**config.mk**
```make
export PLATFORM = sky130hd
export DESIGN_NAME = logarithmic_tilted_window_counter
export DESIGN_NICKNAME = d
export VERILOG_FILES = /design/src/hdl/ltw_pkg.sv /design/src/hdl/logarithmic_tilted_window_counter.sv /design/src/hdl/ltw_satadd.sv /design/src/hdl/ltw_store.sv
export VERILOG_INCLUDE_DIRS = /design/src /design/src/hdl
export SDC_FILE = /design/constraint.sdc
export NUM_CORES = 2
export LEC_CHECK = 0
export BUFFER_PORTS_ARGS = -buffer_cell sky130_fd_sc_hd__buf_2
export CELL_PAD_IN_SITES_DETAIL_PLACEMENT = 1
export CELL_PAD_IN_SITES_GLOBAL_PLACEMENT = 2
export CORE_ASPECT_RATIO = 1.4
export CORE_UTILIZATION = 30
export DETAILED_ROUTE_END_ITERATION = 7
export HOLD_SLACK_MARGIN = 0.15
export MAX_ROUTING_LAYER = met4
export PLACE_DENSITY = 0.55
export SLEW_MARGIN = 20
export SYNTH_ARGS = -nofsm -noshare
export SYNTH_HDL_FRONTEND = slang
export SYNTH_SLANG_ARGS = --single-unit
export TNS_END_PERCENT = 1
```
**constraint.sdc**
```tcl
create_clock -name clk -period 11.16 [get_ports clk]
set_input_delay 0.558 -clock clk [delete_from_list [all_inputs] [get_ports clk]]
set_output_delay 0.558 -clock clk [all_outputs]
set_load 0.01 [all_outputs]
```
**src/hdl/assert_macros.svh**
```systemverilog
// ----------------------------------------------------------------------------
// assert_macros.svh
// Assertion macros for the RTL files that check their own logic
// ----------------------------------------------------------------------------
`ifndef ASSERT_MACROS_SVH
`define ASSERT_MACROS_SVH

// same-cycle implication, checked outside reset
`define LTW_ASSERT_NOW(label, ante, cons) \
  label: assert property (@(posedge clk) disable iff (!rst_n) (ante) |-> (cons)) \
    else $error("ltw assertion failed");

// next-cycle implication, checked outside reset
`define LTW_ASSERT_NEXT(label, ante, cons) \
  label: assert property (@(posedge clk) disable iff (!rst_n) (ante) |=> (cons)) \
    else $error("ltw assertion failed");

`endif

```
**src/hdl/ltw_pkg.sv**
```systemverilog
`timescale 1ns / 1ps
// ----------------------------------------------------------------------------
// ltw_pkg
// Types and constants of the logarithmic tilted window counter
// ----------------------------------------------------------------------------
package ltw_pkg;

  localparam int LEVELS  = 16;
  localparam int IDX_W   = (LEVELS > 1) ? $clog2(LEVELS) : 1;
  localparam int CNT_W   = $clog2(LEVELS + 1);
  localparam int BATCH_W = 24;
  localparam int COUNT_W = 32;
  localparam int USED_W  = 5;

  localparam logic [COUNT_W-1:0] MIN_SUPPORT_RST = 32'd256;

  // input kinds carried on tuser
  localparam logic OP_INSERT = 1'b0;
  localparam logic OP_PRUNE  = 1'b1;

  // one window: start batch, end batch, count
  typedef struct packed {
    logic [BATCH_W-1:0] lo;
    logic [BATCH_W-1:0] hi;
    logic [COUNT_W-1:0] cnt;
  } win_t;

  // write command from the sequencer to the level store
  typedef struct packed {
    logic [IDX_W-1:0] idx;
    logic             slot_we;
    win_t             slot;
    logic             buf_we;
    win_t             bufw;
    logic             set_valid;
    logic             set_full;
    logic             clr_full;
    logic             drop_we;
    logic [CNT_W-1:0] drop_from;
  } wr_cmd_t;

  // read data of one level
  typedef struct packed {
    logic valid;
    logic full;
    win_t slot;
    win_t bufw;
  } rd_data_t;

  typedef enum logic [2:0] {
    ST_IDLE,
    ST_INS,
    ST_PRN,
    ST_SUM,
    ST_FIN
  } state_t;

endpackage

```
**src/hdl/logarithmic_tilted_window_counter.sv**
```systemverilog
`timescale 1ns / 1ps
// ----------------------------------------------------------------------------
// logarithmic_tilted_window_counter
// Chain of tilted window levels with insert, carry, prune and summary
// ----------------------------------------------------------------------------
//  channel | direction | handshake          | payload
//  in_     | input     | in_tvalid/tready   | tdata batch, count; tuser op
//  out_    | output    | out_tvalid/tready  | tdata totals, levels, flags
//  cfg_    | input     | cfg_valid/ready    | cfg_data min_support
//
//  insert: walks 1 to LEVELS levels, one level per cycle through the shared
//  saturating adder; prune: walks the levels up to the cut point over the
//  same adder; then a summary pass over all LEVELS levels and a final state
//  that loads the output register.
//  reset (rst_n low, synchronous) clears all level flags at once.
//  a stalled output holds the block in its final state; a new transaction is
//  taken while the previous result still waits in the output register.
// ----------------------------------------------------------------------------
`include "assert_macros.svh"

module logarithmic_tilted_window_counter
  import ltw_pkg::*;
(
  input  logic        clk,
  input  logic        rst_n,
  input  logic        in_tvalid,
  output logic        in_tready,
  input  logic [55:0] in_tdata,   // batch_number[23:0], add_count[55:24]
  input  logic [0:0]  in_tuser,   // operation[0]
  output logic        out_tvalid,
  input  logic        out_tready,
  output logic [71:0] out_tdata,  // slot_total[31:0], buffered_total[63:32],
                                  // levels_used[68:64], emptied[69],
                                  // saturated[70], zero[71]
  input  logic        cfg_valid,
  output logic        cfg_ready,
  input  logic [31:0] cfg_data    // min_support[31:0]
);

  state_t             state_r, state_nxt;
  logic [CNT_W-1:0]   cnt_r, cnt_nxt;
  win_t               carry_r, carry_nxt;
  logic               sat_r, sat_nxt;
  logic               emptied_r, emptied_nxt;
  logic               low0_r, low0_nxt;
  logic [COUNT_W-1:0] psum_r, psum_nxt;
  logic [COUNT_W-1:0] stot_r, stot_nxt;
  logic [COUNT_W-1:0] btot_r, btot_nxt;
  logic [CNT_W-1:0]   used_r, used_nxt;
  logic [COUNT_W-1:0] min_support_r;

  logic               out_valid_r;
  logic [71:0]        out_data_r;
  logic               out_load;

  wr_cmd_t            wr;
  rd_data_t           rd;
  logic [IDX_W-1:0]   rd_idx;

  logic [COUNT_W-1:0] a_x, a_y, a_sum;
  logic [COUNT_W-1:0] b_x, b_y, b_sum;
  logic               a_ovf, b_ovf;

  logic               in_accept;
  logic               match;
  logic [CNT_W+USED_W-1:0] used_ext;

  assign in_accept = in_tvalid && in_tready;
  assign in_tready = (state_r == ST_IDLE);
  assign cfg_ready = 1'b1;
  assign rd_idx    = (state_r == ST_IDLE) ? '0 : cnt_r[IDX_W-1:0];
  assign match     = (rd.slot.lo == carry_r.lo);
  assign used_ext  = {{USED_W{1'b0}}, used_r};

  ltw_store u_store (
    .clk    (clk),
    .rst_n  (rst_n),
    .wr     (wr),
    .rd_idx (rd_idx),
    .rd     (rd)
  );

  ltw_satadd u_add_a (.a(a_x), .b(a_y), .sum(a_sum), .ovf(a_ovf));
  ltw_satadd u_add_b (.a(b_x), .b(b_y), .sum(b_sum), .ovf(b_ovf));

  // configuration register
  always_ff @(posedge clk) begin
    if (!rst_n) begin
      min_support_r <= MIN_SUPPORT_RST;
    end else if (cfg_valid && cfg_ready) begin
      min_support_r <= cfg_data;
    end
  end

  // sequencer state and working registers
  always_ff @(posedge clk) begin
    if (!rst_n) begin
      state_r <= ST_IDLE;
      cnt_r   <= '0;
    end else begin
      state_r <= state_nxt;
      cnt_r   <= cnt_nxt;
    end
  end

  always_ff @(posedge clk) begin
    carry_r   <= carry_nxt;
    sat_r     <= sat_nxt;
    emptied_r <= emptied_nxt;
    low0_r    <= low0_nxt;
    psum_r    <= psum_nxt;
    stot_r    <= stot_nxt;
    btot_r    <= btot_nxt;
    used_r    <= used_nxt;
  end

  // next state, store commands and adder operands
  always_comb begin
    state_nxt   = state_r;
    cnt_nxt     = cnt_r;
    carry_nxt   = carry_r;
    sat_nxt     = sat_r;
    emptied_nxt = emptied_r;
    low0_nxt    = low0_r;
    psum_nxt    = psum_r;
    stot_nxt    = stot_r;
    btot_nxt    = btot_r;
    used_nxt    = used_r;
    out_load    = 1'b0;
    wr          = '0;
    wr.idx      = rd_idx;
    a_x         = rd.slot.cnt;
    a_y         = carry_r.cnt;
    b_x         = btot_r;
    b_y         = rd.bufw.cnt;

    unique case (state_r)
      ST_IDLE: begin
        if (in_accept) begin
          sat_nxt     = 1'b0;
          emptied_nxt = 1'b0;
          if (in_tuser[0] == OP_INSERT) begin
            carry_nxt.lo  = in_tdata[23:0];
            carry_nxt.hi  = in_tdata[23:0];
            carry_nxt.cnt = in_tdata[55:24];
            cnt_nxt       = '0;
            state_nxt     = ST_INS;
          end else if (!rd.valid) begin
            // prune on an empty chain: straight to the summary
            cnt_nxt   = '0;
            stot_nxt  = '0;
            btot_nxt  = '0;
            used_nxt  = '0;
            state_nxt = ST_SUM;
          end else begin
            psum_nxt  = rd.slot.cnt;
            low0_nxt  = (rd.slot.cnt < min_support_r);
            cnt_nxt   = CNT_W'(1);
            state_nxt = ST_PRN;
          end
        end
      end

      ST_INS: begin
        a_x = rd.slot.cnt;
        a_y = match ? carry_r.cnt : rd.bufw.cnt;
        if (!rd.valid) begin
          // free level takes the window
          wr.slot_we   = 1'b1;
          wr.slot      = carry_r;
          wr.set_valid = 1'b1;
          wr.clr_full  = 1'b1;
          state_nxt    = ST_SUM;
        end else if (match) begin
          // same start batch: add into the slot
          wr.slot_we  = 1'b1;
          wr.slot     = rd.slot;
          wr.slot.cnt = a_sum;
          sat_nxt     = sat_r | a_ovf;
          state_nxt   = ST_SUM;
        end else if (!rd.full) begin
          // empty buffer takes the old slot
          wr.buf_we   = 1'b1;
          wr.bufw     = rd.slot;
          wr.set_full = 1'b1;
          wr.slot_we  = 1'b1;
          wr.slot     = carry_r;
          state_nxt   = ST_SUM;
        end else begin
          // merge slot and buffer, carry upward (the top level keeps the merge in its buffer)
          wr.slot_we = 1'b1;
          wr.slot    = carry_r;
          sat_nxt    = sat_r | a_ovf;
          if (cnt_r == CNT_W'(LEVELS - 1)) begin
            wr.buf_we   = 1'b1;
            wr.bufw.lo  = (rd.slot.lo < rd.bufw.lo) ? rd.slot.lo : rd.bufw.lo;
            wr.bufw.hi  = (rd.slot.hi > rd.bufw.hi) ? rd.slot.hi : rd.bufw.hi;
            wr.bufw.cnt = a_sum;
            sat_nxt     = 1'b1;
            state_nxt   = ST_SUM;
          end else begin
            wr.clr_full   = 1'b1;
            carry_nxt.lo  = (rd.slot.lo < rd.bufw.lo) ? rd.slot.lo : rd.bufw.lo;
            carry_nxt.hi  = (rd.slot.hi > rd.bufw.hi) ? rd.slot.hi : rd.bufw.hi;
            carry_nxt.cnt = a_sum;
            cnt_nxt       = cnt_r + CNT_W'(1);
          end
        end
        if (state_nxt == ST_SUM) begin
          cnt_nxt  = '0;
          stot_nxt = '0;
          btot_nxt = '0;
          used_nxt = '0;
        end
      end

      ST_PRN: begin
        a_x = psum_r;
        a_y = rd.slot.cnt;
        if ((cnt_r == CNT_W'(LEVELS)) || !rd.valid ||
            ((a_sum < min_support_r) && (rd.slot.cnt < min_support_r))) begin
          // cut the tail here, or everything when level 0 is weak
          wr.drop_we   = 1'b1;
          wr.drop_from = low0_r ? '0 : cnt_r;
          emptied_nxt  = low0_r;
          cnt_nxt      = '0;
          stot_nxt     = '0;
          btot_nxt     = '0;
          used_nxt     = '0;
          state_nxt    = ST_SUM;
        end else begin
          psum_nxt = a_sum;
          cnt_nxt  = cnt_r + CNT_W'(1);
        end
      end

      ST_SUM: begin
        // one level per cycle into the running totals
        a_x = stot_r;
        a_y = rd.slot.cnt;
        b_x = btot_r;
        b_y = rd.bufw.cnt;
        if (rd.valid) begin
          used_nxt = used_r + CNT_W'(1);
          stot_nxt = a_sum;
          if (rd.full) btot_nxt = b_sum;
        end
        if (cnt_r == CNT_W'(LEVELS - 1)) begin
          state_nxt = ST_FIN;
        end else begin
          cnt_nxt = cnt_r + CNT_W'(1);
        end
      end

      ST_FIN: begin
        if (!out_valid_r || out_tready) begin
          out_load  = 1'b1;
          cnt_nxt   = '0;
          state_nxt = ST_IDLE;
        end
      end

      default: begin
        state_nxt = ST_IDLE;
        cnt_nxt   = '0;
      end
    endcase
  end

  // output register
  always_ff @(posedge clk) begin
    if (!rst_n) begin
      out_valid_r <= 1'b0;
    end else if (out_load) begin
      out_valid_r <= 1'b1;
    end else if (out_tready) begin
      out_valid_r <= 1'b0;
    end
  end

  always_ff @(posedge clk) begin
    if (out_load) begin
      out_data_r <= {1'b0, sat_r, emptied_r, used_ext[USED_W-1:0], btot_r, stot_r};
    end
  end

  assign out_tvalid = out_valid_r;
  assign out_tdata  = out_data_r;

  // checks on sequencer and result consistency
  `LTW_ASSERT_NEXT(a_busy_after_accept, in_tvalid && in_tready, !in_tready)
  `LTW_ASSERT_NOW(a_flags_exclusive, out_tvalid, !(out_tdata[69] && out_tdata[70]))
  `LTW_ASSERT_NOW(a_emptied_is_empty, out_tvalid && out_tdata[69],
                  (out_tdata[68:64] == 5'd0) && (out_tdata[31:0] == 32'd0))

endmodule

```
**src/hdl/ltw_satadd.sv**
```systemverilog
`timescale 1ns / 1ps
// ----------------------------------------------------------------------------
// ltw_satadd
// Saturating unsigned count adder, clamps at all ones
// ----------------------------------------------------------------------------
module ltw_satadd
  import ltw_pkg::*;
(
  input  logic [COUNT_W-1:0] a,
  input  logic [COUNT_W-1:0] b,
  output logic [COUNT_W-1:0] sum,
  output logic               ovf
);

  logic [COUNT_W:0] raw;

  // add with carry out, clamp on overflow
  assign raw = {1'b0, a} + {1'b0, b};
  assign ovf = raw[COUNT_W];
  assign sum = ovf ? {COUNT_W{1'b1}} : raw[COUNT_W-1:0];

endmodule

```
**src/hdl/ltw_store.sv**
```systemverilog
`timescale 1ns / 1ps
// ----------------------------------------------------------------------------
// ltw_store
// Level state: valid and full flags, slot and buffer windows per level
// ----------------------------------------------------------------------------
module ltw_store
  import ltw_pkg::*;
(
  input  logic             clk,
  input  logic             rst_n,
  input  wr_cmd_t          wr,
  input  logic [IDX_W-1:0] rd_idx,
  output rd_data_t         rd
);

  logic [LEVELS-1:0] valid_r;
  logic [LEVELS-1:0] full_r;
  win_t              slot_r [LEVELS];
  win_t              buf_r  [LEVELS];

  // flags: per-level set/clear, plus tail drop on prune
  always_ff @(posedge clk) begin
    if (!rst_n) begin
      valid_r <= '0;
      full_r  <= '0;
    end else begin
      for (int i = 0; i < LEVELS; i++) begin
        if (wr.drop_we && (CNT_W'(i) >= wr.drop_from)) begin
          valid_r[i] <= 1'b0;
          full_r[i]  <= 1'b0;
        end else if (IDX_W'(i) == wr.idx) begin
          if (wr.set_valid) valid_r[i] <= 1'b1;
          if (wr.set_full) begin
            full_r[i] <= 1'b1;
          end else if (wr.clr_full) begin
            full_r[i] <= 1'b0;
          end
        end
      end
    end
  end

  // window payload, no reset
  always_ff @(posedge clk) begin
    if (wr.slot_we) slot_r[wr.idx] <= wr.slot;
    if (wr.buf_we)  buf_r[wr.idx]  <= wr.bufw;
  end

  // single read port at the sequencer index
  always_comb begin
    rd.valid = valid_r[rd_idx];
    rd.full  = full_r[rd_idx];
    rd.slot  = slot_r[rd_idx];
    rd.bufw  = buf_r[rd_idx];
  end

endmodule
```
# [Word-level counts from Yosys, hierarchy flattened]
# Memories as Yosys holds them, arrays and structs flattened.
# Cells that the tools add are included.
[classes] eq_ne=43 n_addsub=4 muxes=99 n_lt_le_gt_ge=21 reduce_logical=88 bitwise_logic=2
[op_table] op="2-to-1 mux 80 bit" n=8
[op_table] op="2-to-1 mux 32 bit" n=15
[op_table] op="2-to-1 mux 81 bit" n=4
[op_table] op="one-hot mux 32 bit (4 select lines)" n=2
[op_table] op="one-hot mux 32 bit (2 select lines)" n=3
[op_table] op="2-to-1 mux 165 bit" n=1
[op_table] op="one-hot mux 80 bit (2 select lines)" n=1
[op_table] op="2-to-1 mux 5 bit" n=15
[op_table] op="adder 32 x 32 -> 33 bit" n=2
[op_table] op="< comparator 32 bit" n=2
[op_table] op="AND reduction 2 bit" n=32
[op_table] op="2-to-1 mux 24 bit" n=2
[op_table] op=">= comparator 4 x 5 -> 1 bit (first input constant)" n=8
[op_table] op="OR reduction 2 bit" n=17
[op_table] op="equality test 4 bit (first input constant)" n=8
[op_table] op="2-to-1 mux 1 bit" n=27
[op_table] op="2-to-1 mux 3 bit" n=9
[op_table] op="inequality test 2 bit (second input constant)" n=13
[op_table] op="one-hot mux 5 bit (5 select lines)" n=1
[op_table] op="equality test 24 bit" n=1
[op_table] op="greater-than comparator 24 bit" n=1
[op_table] op="< comparator 24 bit" n=1
[op_table] op=">= comparator 3 x 5 -> 1 bit (first input constant)" n=4
[op_table] op="one-hot mux 5 bit (4 select lines)" n=1
[op_table] op="34 further kinds" n=79
[word_totals] mem_count=2 input_bits=94 out_inout_bits=75 word_cells=306 reg_bits=328 mem_bits_rw=2560
[mem_list] name="u_store.buf_r" words=16 word_bits=80 read_ports=1 rd_ports_with_merged_regs=0 write_ports=1 line="ltw_store.sv:19" source="win_t buf_r [LEVELS];"
[mem_list] name="u_store.slot_r" words=16 word_bits=80 read_ports=1 rd_ports_with_merged_regs=0 write_ports=1 line="ltw_store.sv:18" source="win_t slot_r [LEVELS];"

# [Logic depth before layout (Yosys ltp)]
# An unclocked memory read counts as a cell.
[logic_depth] ltp_word=16 ltp_mapped=43 depth_no_buf=35

# [Modules after synthesis]
# From an unflattened synthesis, not the netlist that was laid out.
[unflattened] cells_unflattened=6661 hier_area_um2=120272.9
[modules_own_cells] mod="ltw_store" seq_area_each_um2=77514.3 cells_per_inst=4256 n_inst=1 area_per_inst_um2=98069.1
[modules_own_cells] mod="logarithmic_tilted_window_counter" seq_area_each_um2=8478.1 cells_per_inst=1859 n_inst=1 area_per_inst_um2=18360.1
[modules_own_cells] mod="ltw_satadd at u_add_b" seq_area_each_um2=0.0 cells_per_inst=281 n_inst=1 area_per_inst_um2=2010.7
[modules_own_cells] mod="ltw_satadd at u_add_a" seq_area_each_um2=0.0 cells_per_inst=265 n_inst=1 area_per_inst_um2=1833.0

# [Worst setup path after synthesis]
# OpenSTA, ideal clock, no wires.
[synth_timing] path_kind="reg-to-reg" from="register state_r[0]" to="register btot_r[0] (netlist: b_x[0]), enable pin" n_path_buf=5 setup_slack_ps=-70 setup_time_ps=470 arrival_ps=10760 stages_incl_launch_ff=39 required_ps=10690 period_less_slack_ps=11230 path_cell_list="dfxtp_1 buf_4 or3_1 buf_2 clkinv_2 buf_6 o32ai_1 o31a_1 nor4_1 xor2_1 a2111o_1 or4_1 or3_1 buf_6 buf_6 o21a_1 o22a_1 ha_1 [3 not listed] o21ai_0 o211a_1 o21ai_0 a21oi_1 or4_1 nand2_1 inv_1 ha_1 nand4_1 nor3_1 nor4_1 a32oi_1 nor3_1 a21oi_1 o21ai_2 nor2_1 or4_1 a211oi_1"
[synth_between] elab_chain_cells=13 word_cells_on_any_way=40 cone_classes="add/sub (1); order compare (2); eq/ne (12); mux (14); reduce/logical (9); memory (2)"
[synth_rtl] item="start: declaration" line="logarithmic_tilted_window_counter.sv:40" source="state_t state_r, state_nxt;"
[synth_rtl] item="start signal: assignment" line="logarithmic_tilted_window_counter.sv:101" source="state_r <= state_nxt;"
[synth_rtl] item="logical NOT 3 bit" line="logarithmic_tilted_window_counter.sv:71" source="assign rd_idx = (state_r == ST_IDLE) ? '0 : cnt_r[IDX_W-1:0];"
[synth_rtl] item="2-to-1 mux 4 bit" line="logarithmic_tilted_window_counter.sv:71"
[synth_rtl] item="memory (16 x 80 bit)"
[synth_rtl] item="equality test 24 bit" line="logarithmic_tilted_window_counter.sv:72" source="assign match = (rd.slot.lo == carry_r.lo);"
[synth_rtl] item="2-to-1 mux 32 bit" line="logarithmic_tilted_window_counter.sv:166" source="a_y = match ? carry_r.cnt : rd.bufw.cnt;"
[synth_rtl] item="one-hot mux 32 bit (2 select lines)" line="logarithmic_tilted_window_counter.sv:137" source="unique case (state_r)"
[synth_rtl] item="adder 32 x 32 -> 33 bit (*)" line="ltw_satadd.sv:18" source="assign raw = {1'b0, a} + {1'b0, b};"
[synth_rtl] item="2-to-1 mux 32 bit (*)" line="ltw_satadd.sv:20" source="assign sum = ovf ? {COUNT_W{1'b1}} : raw[COUNT_W-1:0];"
[synth_rtl] item="named net a_sum[25]" line="logarithmic_tilted_window_counter.sv:60" source="logic [COUNT_W-1:0] a_x, a_y, a_sum;"
[synth_rtl] item="< comparator 32 bit (*)" line="logarithmic_tilted_window_counter.sv:221" source="((a_sum < min_support_r) && (rd.slot.cnt < min_support_r))) begin"
[synth_rtl] item="logical AND 1 bit (*)" line="logarithmic_tilted_window_counter.sv:221"
[synth_rtl] item="logical OR 1 bit (*)" line="logarithmic_tilted_window_counter.sv:220" source="if ((cnt_r == CNT_W'(LEVELS)) || !rd.valid ||"
[synth_rtl] item="inequality test 2 bit (no line) (*)"
[synth_rtl] item="AND reduction 8 bit (no line) (*)"
[synth_rtl] item="end signal: assignment" line="logarithmic_tilted_window_counter.sv:113" source="btot_r <= btot_nxt;"
[synth_rtl] item="end: declaration" line="logarithmic_tilted_window_counter.sv:48" source="logic [COUNT_W-1:0] btot_r, btot_nxt;"
# Mark *: on every way through the listed nets, which the timed path passes. The rest lies on a longest branch. The select of a mux whose other input is x is not followed.
# A chain may end at the register's enable or synchronous reset.

# [Worst setup path after layout]
[layout_timing] from="register state_r[1]" to="register btot_r[19] (netlist: b_x[19]), enable pin"
# Same word-level chain as after synthesis.

==> impl_metrics.ini <==
[status]
status = finished clean

[sta]
relSlewSlack_pct = 16.0
tightest_slew_ns = 1.26
slew_violations = 0
timing.final.crit_period_ns = 10.60
min_period_over_period_pct = 95.0
rsz0062_at_grt = no
fmax_mhz = 94.3
hold_violations = 0
setup_tns_ns = 0
clock_skew_ns = 0.0761
finalSetupViolCount = 0

[clock_tree]
clkSinkCount = 2096
clockBufferDepth = 4
numCtsBuffers = 215
insertion_delay_ns = 0.92
clkTransAtPathRegs_ns = 0.07
cts_setup_buffers = 0
cts_tree = built
cts_max_level = 4
cts_root_buf = clkbuf_16

[synth]
syn_nets = 6297
synth-edff-count = 2023
yosys_warnings = 0
yosysTopAreaCellShare_pct = 70.0
synth_top_area_cell = edfxtp_1
ys_ff_latch = 2096
ys_types = 90
synth-async-reset-ratio_pct = 0
synth-main-ff-cell = edfxtp_1
ys_top_cells_by_area = edfxtp_1 70%, a22oi_1 3.6%, a21oi_1 2.8%
synth.avg_cell_area_um2 = 14.4
yosysSeqAreaShare_pct = 71.6
synthCells = 6047
netlist_area_um2 = 86800

[worst_setup_path]
endpoint_kind = flip-flop
path_max_fanout = 38
rr_worst_depth = 35
cp.required_ns = 11.70
crit_type = reg -> reg
r2r_end = b_x[19]
rrSetupSlack_ns = 0.56
cp.arrival_ns = 11.15
critical_path.reg2reg.startpoint = state_r[1]
cp_common_cell = buf_4
critPathMaxStageDelay_ns = 0.65
crit_path_start_kind = flip-flop
crit_slowest_cell = or4b_1

[pwr]
peakVddDrop_uv = 128
p_comb_share_pct = 21.5
intPower_mw = 14.4
seq_power_share_pct = 44.4
p_sw_share_pct = 30.4
clkPwrFrac_pct = 34.2
switchingPower_mw = 6.28
total_leakage_power_nw = 33.4
p_per_area_nw_per_um2 = 202
totalPowerFinal_mw = 20.6

[layout]
layout.nets = 6651
area_growth_pct = 17.5
drive_gt1_share_pct = 15.4

[detailed_routing]
ant_nets = 0
drc = 0
via_per_inst = 5.56
wl_per_cell_um = 32.3
drt-initial-drc-count = 4679
num_vias = 57500
dr.pass1.iters = 5
wirelength_um = 334000

[min_path]
hp-class = in -> reg
whs_path_depth = 3
holdPathEnd = carry_r[13]
min_from = in_tdata[37]

[die]
die_h_um = 639
start_util_pct = 30.2
core_area_um2 = 288000
design.die.area_um2 = 292000
rows = 233
ios = 169
fp.dieW_um = 457

[placement]
gp_congestion = 0.872
port_buffers = 166
dp_hpwl_um = 199000

[global_route]
first_global_vias = 59300
grt_pass1_wl_um = 467000
antenna_found_initial = 14
grt_max_degree = 137
gr-total-overflow = 0
grtUsageTotal_pct = 23.0

[job]
drv_cap = 0
## power by group through the flow
stage	Sequential [mW]	Combinational, mW	Clock (mW)
floorplan	9.21	2.55	0
CTS	9.16	4.39	7.22
finish	9.16	4.43	7.06
detailed placement	9.33	4.35	0
global placement	9.33	4.31	0
global route	9.17	4.79	7.48
## how the worst max path moves through the flow
stage | startpoint | to | depth (start not counted)
after floorplan | state_r[0] | stot_r[0] | 38
after global placement | state_r[1] | b_x[24] | 34
after detailed placement | state_r[1] | b_x[24] | 34
after CTS | cnt_r[0] | b_x[19] | 33
after global routing | cnt_r[0] | b_x[19] | 36
final | state_r[1] | b_x[19] | 35
## critical path: cells and delay by family, from the launching register on
family,cells,cell delay [ns]
compound gates,14,3.15
fa+ha+maj,2,0.70
buf+inv,7,1.84
flops,1,0.48
simple gates,12,3.97
## what timing repair did
item / CTS / global route
endpoints found under the setup margin: 10 / 131
endpoints found under the hold margin: 81 / 0
hold buffers: 81 / 0
pin swaps: 0 / 0
gates resized for setup: 1 / 5
## state kept, by name (all words and copies together), names as in the netlist, 3 cells and up
register / cells
u_store.valid_r: 16
used_r: 5
out_tdata: 71
psum_r: 32
u_store.slot_r: 896
carry_r: 56
min_support_r: 32
b_x: 32
state_r: 3
u_store.buf_r: 896
stot_r: 32
cnt_r: 5
u_store.full_r: 16
## cell families (layout without fill, tap and decap cells)
logic type | Yosys count | in the layout | share of synthesized area, %
buffers and inverters | 559 | 1080 | 2.67
AO/OA/AOI/OAI | 2156 | 2156 | 16.5
flip-flops | 2096 | 2096 | 71.6
other | 2 | 13 | 0.00865
multiplexers | 67 | 67 | 0.903
XOR/XNOR | 56 | 56 | 0.565
AND/OR/NAND/NOR | 955 | 955 | 5.47
adder cells (fa/ha/maj) | 156 | 156 | 2.27
## cell usage after synthesis, types with 66 or more instances
cell type	number
edfxtp_1	2023
a21oi_1	482
a22oi_1	418
o21ai_0	313
clkbuf_1	302
o22ai_1	297
nor2_1	293
nand2_1	173
ha_1	154
inv_1	128
a211oi_1	127
nor3_1	113
o32ai_1	85
dfxtp_1	73
buf_1	66
o21a_1	66
## per-layer routing
metal / part of all wire [%] / global-route usage (%) / up-vias
met5: 0 / - / -
met4: 2.4 / 5.73 / 0
met3: 3.7 / 2.16 / 389
met2: 51 / 39.4 / 1404
met1: 43 / 29.1 / 30700
li1: - / - / 25000
## layout by cell type, fill, tap and decap left out, types with 32 or more instances in the layout
cell type | synthesis | final
clkinv_1 | 0 | 46
a211oi_1 | 127 | 73
clkbuf_1 | 302 | 44
dlygate4sd3_1 | 0 | 81
nand3_1 | 40 | 40
mux2i_1 | 48 | 48
xnor2_1 | 32 | 32
o211ai_1 | 58 | 58
nand2_1 | 173 | 167
buf_4 | 17 | 294
a22oi_1 | 418 | 417
a21o_1 | 39 | 39
edfxtp_1 | 2023 | 2023
nor3_1 | 113 | 92
a21oi_1 | 482 | 481
clkbuf_16 | 0 | 217
buf_2 | 30 | 166
inv_1 | 128 | 128
and4_1 | 37 | 37
ha_1 | 154 | 154
clkinv_2 | 1 | 34
o22a_1 | 34 | 34
dfxtp_1 | 73 | 69
nand4_1 | 36 | 36
o32ai_1 | 85 | 84
o21ai_0 | 313 | 313
nor2_1 | 293 | 258
and2_1 | 64 | 64
nor4_1 | 64 | 34
nor2b_1 | 43 | 41
o21a_1 | 66 | 66
o22ai_1 | 297 | 297
## stage by stage
step / cells / hold WS [ns] / setup slack [ns] / utilization (%) / cell area, um2
final: 10300 / 0.194 / 0.558 / 35.5 / 102000
after detailed placement: 9862 / 0.432 / 0.0897 / 32.8 / 94300
after floorplan: 6047 / 0.400 / 0.831 / - / 86800
after global routing: 10300 / 0.155 / 0.00700 / 35.5 / 102000
after global placement: 9862 / 0.430 / -0.000867 / 32.7 / 94200
after CTS: 10300 / 0.155 / 0.0249 / 35.4 / 102000
## area by class of cell
class                   count  area (um2)
repair buffers            566        4350
multi-input cells        3392       23600
diodes                     11        27.5
clock buffers             263        5620
inverters                 130         493
clock inverters           121        1020
flip-flops and latches   2096       62200
fillers                 29400      186000
well taps                3760        4700
(Power assumes the default switching activity.)
